`config.mk`:
```
export PLATFORM = sky130hd
export DESIGN_NAME = rmt_ctrl
export DESIGN_NICKNAME = d
export VERILOG_FILES = /design/src/sv/rmt_pkg.sv /design/src/sv/rmt_ctrl.sv
export SDC_FILE = /design/constraint.sdc
export NUM_CORES = 1
export LEC_CHECK = 0
export BUFFER_PORTS_ARGS = -buffer_cell sky130_fd_sc_hd__buf_2
export CORE_MARGIN = 2
export CORE_UTILIZATION = 43
export CTS_CLUSTER_DIAMETER = 120
export CTS_CLUSTER_SIZE = 14
export DETAILED_ROUTE_END_ITERATION = 12
export PLACE_DENSITY = 0.74
export SLEW_MARGIN = 15
export SYNTH_ARGS = -nofsm -noshare
export SYNTH_HDL_FRONTEND = slang
export SYNTH_SLANG_ARGS = --single-unit
```
`constraint.sdc`:
```
create_clock -name clk -period 1.1 [get_ports clk]
set_input_delay 0.055 -clock clk [delete_from_list [all_inputs] [get_ports clk]]
set_output_delay 0.055 -clock clk [all_outputs]
set_load 0.02 [all_outputs]
```
`src/sv/rmt_pkg.sv`:
```
package rmt_pkg;

  localparam int TYPE_W = 2;
  localparam int POS_W  = 10;
  localparam int VAL_W  = 30;
  localparam int ACT_W  = 11;

  localparam logic [VAL_W-1:0] EMPTY_VALUE = VAL_W'(1000000010);
  localparam logic [VAL_W-1:0] MAX_VALUE   = VAL_W'(1000000009);

  localparam logic [TYPE_W-1:0] REQ_ASSIGN = 2'd0;
  localparam logic [TYPE_W-1:0] REQ_QUERY  = 2'd1;
  localparam logic [TYPE_W-1:0] REQ_POINT  = 2'd2;

  localparam logic [1:0] PH_ENTER = 2'd0;
  localparam logic [1:0] PH_LEFT  = 2'd1;
  localparam logic [1:0] PH_RIGHT = 2'd2;

  typedef logic [3:0] cmd_t;

  localparam cmd_t CMD_NOP      = 4'd0;
  localparam cmd_t CMD_CLEAR    = 4'd1;
  localparam cmd_t CMD_LOAD     = 4'd2;
  localparam cmd_t CMD_COVER_WR = 4'd3;
  localparam cmd_t CMD_RD_NODE  = 4'd4;
  localparam cmd_t CMD_ACC      = 4'd5;
  localparam cmd_t CMD_POP      = 4'd6;
  localparam cmd_t CMD_PD_L     = 4'd7;
  localparam cmd_t CMD_PD_R     = 4'd8;
  localparam cmd_t CMD_PD_SELF  = 4'd9;
  localparam cmd_t CMD_PUSH_L   = 4'd10;
  localparam cmd_t CMD_PUSH_R   = 4'd11;
  localparam cmd_t CMD_RD_LEFT  = 4'd12;
  localparam cmd_t CMD_RD_RIGHT = 4'd13;
  localparam cmd_t CMD_WR_MIN   = 4'd14;
  localparam cmd_t CMD_EMIT     = 4'd15;

  typedef struct packed {
    cmd_t cmd;
  } ctl_t;

  typedef struct packed {
    logic       clear_last;
    logic       no_work;
    logic       is_query;
    logic       is_assign;
    logic [1:0] ph;
    logic       disjoint;
    logic       covered;
    logic       at_root;
    logic       rd_pend;
    logic       out_free;
  } stat_t;

  function automatic logic [VAL_W-1:0] umin(input logic [VAL_W-1:0] a,
                                            input logic [VAL_W-1:0] b);
    return (a < b) ? a : b;
  endfunction

endpackage

```
`src/sv/rmt_ctrl.sv`:
```
module rmt_ctrl (
  input  logic           clk,
  input  logic           rst_n,
  input  logic           in_tvalid,
  output logic           in_tready,
  input  rmt_pkg::stat_t st,
  output rmt_pkg::ctl_t  ctl
);
  import rmt_pkg::*;

  localparam logic [3:0] ST_CLEAR = 4'd0;
  localparam logic [3:0] ST_IDLE  = 4'd1;
  localparam logic [3:0] ST_START = 4'd2;
  localparam logic [3:0] ST_VISIT = 4'd3;
  localparam logic [3:0] ST_QWAIT = 4'd4;
  localparam logic [3:0] ST_PDW   = 4'd5;
  localparam logic [3:0] ST_PDR   = 4'd6;
  localparam logic [3:0] ST_PDS   = 4'd7;
  localparam logic [3:0] ST_CMBL  = 4'd8;
  localparam logic [3:0] ST_CMBR  = 4'd9;
  localparam logic [3:0] ST_POP   = 4'd10;
  localparam logic [3:0] ST_DONE  = 4'd11;

  logic [3:0] state_r, state_nxt;

  always_ff @(posedge clk) begin
    if (!rst_n) begin
      state_r <= ST_CLEAR;
    end else begin
      state_r <= state_nxt;
    end
  end

  assign in_tready = (state_r == ST_IDLE);

  always_comb begin
    state_nxt = state_r;
    ctl.cmd   = CMD_NOP;
    unique case (state_r)
      ST_CLEAR: begin
        ctl.cmd = CMD_CLEAR;
        if (st.clear_last) state_nxt = ST_IDLE;
      end
      ST_IDLE: begin
        if (in_tvalid) begin
          ctl.cmd   = CMD_LOAD;
          state_nxt = ST_START;
        end
      end
      ST_START: begin
        if (st.no_work) state_nxt = st.is_query ? ST_DONE : ST_IDLE;
        else state_nxt = ST_VISIT;
      end
      ST_VISIT: begin
        case (st.ph)
          PH_ENTER: begin
            if (st.disjoint) begin
              state_nxt = ST_POP;
            end else if (st.covered) begin
              if (st.is_assign) begin
                ctl.cmd   = CMD_COVER_WR;
                state_nxt = ST_POP;
              end else begin
                ctl.cmd   = CMD_RD_NODE;
                state_nxt = ST_QWAIT;
              end
            end else begin
              ctl.cmd   = CMD_RD_NODE;
              state_nxt = ST_PDW;
            end
          end
          PH_LEFT: begin
            ctl.cmd   = CMD_PUSH_R;
            state_nxt = ST_VISIT;
          end
          default: begin
            if (st.is_assign) begin
              ctl.cmd   = CMD_RD_LEFT;
              state_nxt = ST_CMBL;
            end else begin
              state_nxt = ST_POP;
            end
          end
        endcase
      end
      ST_QWAIT: begin
        ctl.cmd   = CMD_ACC;
        state_nxt = ST_POP;
      end
      ST_PDW: begin
        if (st.rd_pend) begin
          ctl.cmd   = CMD_PD_L;
          state_nxt = ST_PDR;
        end else begin
          ctl.cmd   = CMD_PUSH_L;
          state_nxt = ST_VISIT;
        end
      end
      ST_PDR: begin
        ctl.cmd   = CMD_PD_R;
        state_nxt = ST_PDS;
      end
      ST_PDS: begin
        ctl.cmd   = CMD_PD_SELF;
        state_nxt = ST_VISIT;
      end
      ST_CMBL: begin
        ctl.cmd   = CMD_RD_RIGHT;
        state_nxt = ST_CMBR;
      end
      ST_CMBR: begin
        ctl.cmd   = CMD_WR_MIN;
        state_nxt = ST_POP;
      end
      ST_POP: begin
        if (st.at_root) begin
          state_nxt = st.is_query ? ST_DONE : ST_IDLE;
        end else begin
          ctl.cmd   = CMD_POP;
          state_nxt = ST_VISIT;
        end
      end
      ST_DONE: begin
        if (st.out_free) begin
          ctl.cmd   = CMD_EMIT;
          state_nxt = ST_IDLE;
        end
      end
      default: begin
        state_nxt = ST_IDLE;
      end
    endcase
  end

  a_clear_blocks: assert property (@(posedge clk) disable iff (!rst_n)
    (state_r == ST_CLEAR) |-> !in_tready)
    else $error("input accepted during clearing pass");

  a_load_start: assert property (@(posedge clk) disable iff (!rst_n)
    (ctl.cmd == CMD_LOAD) |=> (state_r == ST_START))
    else $error("load not followed by start");

  a_emit_free: assert property (@(posedge clk) disable iff (!rst_n)
    (ctl.cmd == CMD_EMIT) |-> st.out_free)
    else $error("result emitted over a waiting result");

endmodule

```
# After elaboration in Yosys (flattened, before gate mapping)

Cells that the tools add are included.

Register bits after elaboration: 4
Input bits: 14
Output and inout bits: 5
Word-level logic and storage cells: 43

Equal/unequal tests: 15
Multiplexer cells: 23
Reductions and logical operators: 4

Operator list:

| operator                                                               | number |
|---|---|
| 4-bit one-hot mux with 11 select lines                                 | 2 |
| 4-bit 2-to-1 mux                                                       | 14 |
| 4-bit by 3-bit equality test with 1-bit output (second input constant) | 4 |
| 4-bit equality test (second input constant)                            | 4 |
| 4-bit one-hot mux with 2 select lines                                  | 2 |
| 3-bit 2-to-1 mux                                                       | 3 |
| 4-bit by 2-bit equality test with 1-bit output (second input constant) | 2 |
| 2-bit inequality test (second input constant)                          | 3 |
| 4-bit by 1-bit equality test with 1-bit output (second input constant) | 1 |
| 4-bit logical NOT                                                      | 1 |
| 2-bit 2-to-1 mux                                                       | 2 |
| 3-bit AND reduction                                                    | 1 |
| 2-bit by 1-bit equality test with 1-bit output (second input constant) | 1 |
| 2-bit logical NOT                                                      | 1 |
| 2-bit OR reduction                                                     | 1 |

# Longest topological paths before layout

Depth in word-level cells: 5
Gate-level depth with buffers: 6
Mapped depth without buffers: 4

# Worst setup path after synthesis

OpenSTA, ideal clock, no wires.

Path type: flip-flop to output port
Start point: reg state_r[3]
End point: out ctl[0] in the netlist's numbering
Setup slack: -0.146 ns
Path buffers: 2
Data arrival time: 1.191 ns
Cell stages (with the launch flop): 5
Required time: 1.045 ns
Cell sequence: dfxtp_1 > buf_6 > clkbuf_1 > a31oi_1 > o211ai_1

RTL lines:

| item                     | RTL line       | text |
|---|---|---|
| start: declaration       | rmt_ctrl.sv:24 | `logic [3:0] state_r, state_nxt;` |
| start signal: assignment | rmt_ctrl.sv:30 | `state_r <= state_nxt;` |
| end: declaration         | rmt_ctrl.sv:7  | `output rmt_pkg::ctl_t ctl` |

==> out/metrics.cfg <==
[pwr]
intPower_mw=0.4276
power.share.combinational=0.482
switching_share=0.3499
power.switching_mw=0.2301
power_frac_clock=0.279
cellPowerDensity_mw_per_mm2=611.9
seqPwrFrac=0.239
irDropWorstVdd_uv=550.5
total_leakage_power_nw=0.4475

[layout]
post_route_cells_drive_above_1_share=0.6441
nets=134
area.sequential_um2=92.59
postLayoutCoreUtil=0.8471
fin_area_mm2=0.001075
fillers=70
regMostFlops=state_r
most-common-layout-cells=sky130_fd_sc_hd__buf_4, sky130_fd_sc_hd__buf_2, sky130_fd_sc_hd__buf_6, sky130_fd_sc_hd__a21oi_1, sky130_fd_sc_hd__nor2_1
area_delta_synth_final_pct=89.62
largest_register_ff_count=4
footprint_of_the_multi_input_gates_um2=599.3
layout_commonest_cell=sky130_fd_sc_hd__buf_4
top_regs=state_r (4)
n_antenna_cell=0

[yosys]
synth_top_family_by_area=compound AO/OA/AOI/OAI gates
postSynthCellCount=79
netlist.area_leader.share=0.1413
synth-xor-area-share=0
synthSimpleGateAreaFrac=0.3002
synth_mux_area_frac=0.01766
synth-adder-area-share=0
synth_nets=93
syn-mean-instance-area_um2=7.175
synth_compound_gate_area_share=0.4371
post_synth_main_area_contributors=sky130_fd_sc_hd__dfxtp_1, sky130_fd_sc_hd__a21oi_1, sky130_fd_sc_hd__o21ai_0, sky130_fd_sc_hd__a2111oi_4, sky130_fd_sc_hd__a211o_1
yosysTopAreaCell=sky130_fd_sc_hd__dfxtp_1
seq_area_frac_synth=0.1413
yosys.cell_types.count=37
synth_warnings=0
post_synth_instance_area_um2=566.8
ys_seq_elements=4

[sta]
timing.final.crit_period_ns=1.494
unrepaired_setup_endpoints_after_global_routing=yes
fin_crit_sh=1.358
setup_viol=9
fmax_ghz=0.6695
finalHoldViolations=0
clock_skew_ns=0.0009575
worst_slack_ns=-0.3937
final_max_tran_viols=0
timing_worst_slew_pin_value_ns=0.4348
slew_headroom=0.7101

[placed_design]
port_buffers=18
gp_congestion=0.9009
postPlaceCellArea_um2=805.8
pre_cts_slack_ns=-0.3520
dpl.hpwl_um=1577

[grt]
grt_first_pass_wirelength_um=3443
grt_pass1_vias=821
grt_antenna_before_repair=0
globalRouteOverflowTotal=0
grt_start_max_net_pins=13
gr-usage-all-layers=0.3288

[die]
floorplan.rows=13
floorplan.die_area_mm2=0.001624
io-pin-count=19
fp.dieW_um=40.31
fp.dieH_um=40.31
start_util=0.4467
placeableCoreArea_mm2=0.001269

[min_path]
worst_hold_path_type=input port to register
hold-path-cell-count=3

[routing]
detail_route.wirelength_um=2417
route.detailed.vias_per_inst=6.188
drt_first_pass_iters=4
ant_nets=0
dr_vias=823
drt_first_iter_violations=23
drc=0
route.detailed.wl_per_inst_um=18.17

[run]
timing.max_cap.violations=0

[clock_tree]
insertion_delay_ns=0.24
tritoncts_clock_tree=done
worst_setup_hold_path_clk_slew_ns=0.04
cts.sinks=4
clock_tree.root_cell=sky130_fd_sc_hd__clkbuf_4
numCtsBuffers=3
clock_tree.buffer_depth=2
cts_htree_levels=1

[critical_path]
timing_worst_setup_path_type=register to output pin
worst-r2r-cell-count=6
critical_path_peak_fanout=7
cp-end-kind=output pin
worst_ep_arrival_time_ns=1.44
start_kind=register
cp.required_ns=1.04

[status]
run_status=finished with violations
violations=setup timing

## routing by layer
metal	global-route usage	vias up	routed length, um
met5	0	-	0
met4	0.2250	0	148
met3	0.1056	14	170
met2	0.5565	53	1264
met1	0.3422	378	834
li1	-	378	-
## cell type report
| type | count | share of cell area |
|---|---|---|
| multi-input cells | 65 | 0.5576 |
| clock buffers | 3 | 0.02095 |
| inverters | 3 | 0.01281 |
| flip-flops and latches | 4 | 0.08615 |
| well taps | 15 | 0.01746 |
| repair buffers | 43 | 0.3050 |
## worst paths after layout
kind	from	endpoint	slack, ns
worst min-delay path	rst_n	state_r[0]	0.11
worst max register to register	state_r[0]	state_r[1]	-0.23
worst min register to register	state_r[2]	state_r[0]	0.70
worst max-delay path	state_r[1]	ctl[3]	-0.39
## synth_stat cells (all sizes together)
library cell,instances
a22oi,1
a21oi,8
nand3,1
and2b,1
nand2b,4
o21a,1
a21boi,2
o22ai,2
buf,5
nor3,2
o21ai,7
a211oi,2
mux2i,1
o31ai,1
clkbuf,2
o221ai,1
inv,3
a221oi,1
nor4bb,1
nor2,6
and3b,2
nor4,3
nand2,5
a211o,3
o31a,1
o21bai,1
and2,1
nor2b,3
a2111oi,1
o211ai,1
a31oi,2
dfxtp,4
## cell families (layout without fill, tap and decap cells)
family / Yosys count / after routing
compound gates: 35 / 35
simple gates: 29 / 29
buf+inv: 10 / 49
flops: 4 / 4
mux: 1 / 1
## power groups by stage
| stage | clock network (mW) | logic [mW] | registers [mW] |
|---|---|---|---|
| floorplan | 0 | 0.120 | 0.158 |
| global placement | 0 | 0.225 | 0.161 |
| detailed placement | 0 | 0.229 | 0.162 |
| CTS | 0.187 | 0.281 | 0.156 |
| global route | 0.203 | 0.338 | 0.158 |
| finish | 0.184 | 0.317 | 0.157 |
## metrics by stage
| stage | setup TNS, ns | power, mW | hold WS (ns) | instances |
|---|---|---|---|---|
| 4_1_cts | -2.255 | 0.6238 | 0.1015 | 132 |
| 3_3_place_gp | -2.084 | 0.3863 | 0.3430 | 126 |
| 5_1_grt | -2.967 | 0.6982 | 0.1133 | 133 |
| 3_5_place_dp | -2.286 | 0.3910 | 0.3571 | 126 |
| 2_1_floorplan | -0.2061 | 0.2780 | 0.1933 | 79 |
| 6_report | -2.475 | 0.6577 | 0.1062 | 133 |
## repair_timing
action / CTS / global route
gates resized for setup: 39 / 15
pin swaps: 9 / 7
buffers inserted: 3 / 1
hold buffers: 0 / 0
endpoints found under the setup margin: 9 / 9
## critical path, stage by stage, from the launching register on
cell                       delay, ns
sky130_fd_sc_hd__dfxtp_4        0.37
sky130_fd_sc_hd__buf_6          0.12
sky130_fd_sc_hd__nand2b_4       0.13
sky130_fd_sc_hd__o21bai_1       0.16
sky130_fd_sc_hd__a22oi_1        0.11
sky130_fd_sc_hd__o22ai_2        0.17
sky130_fd_sc_hd__buf_6          0.14
Power figures use the tool's default switching activity.
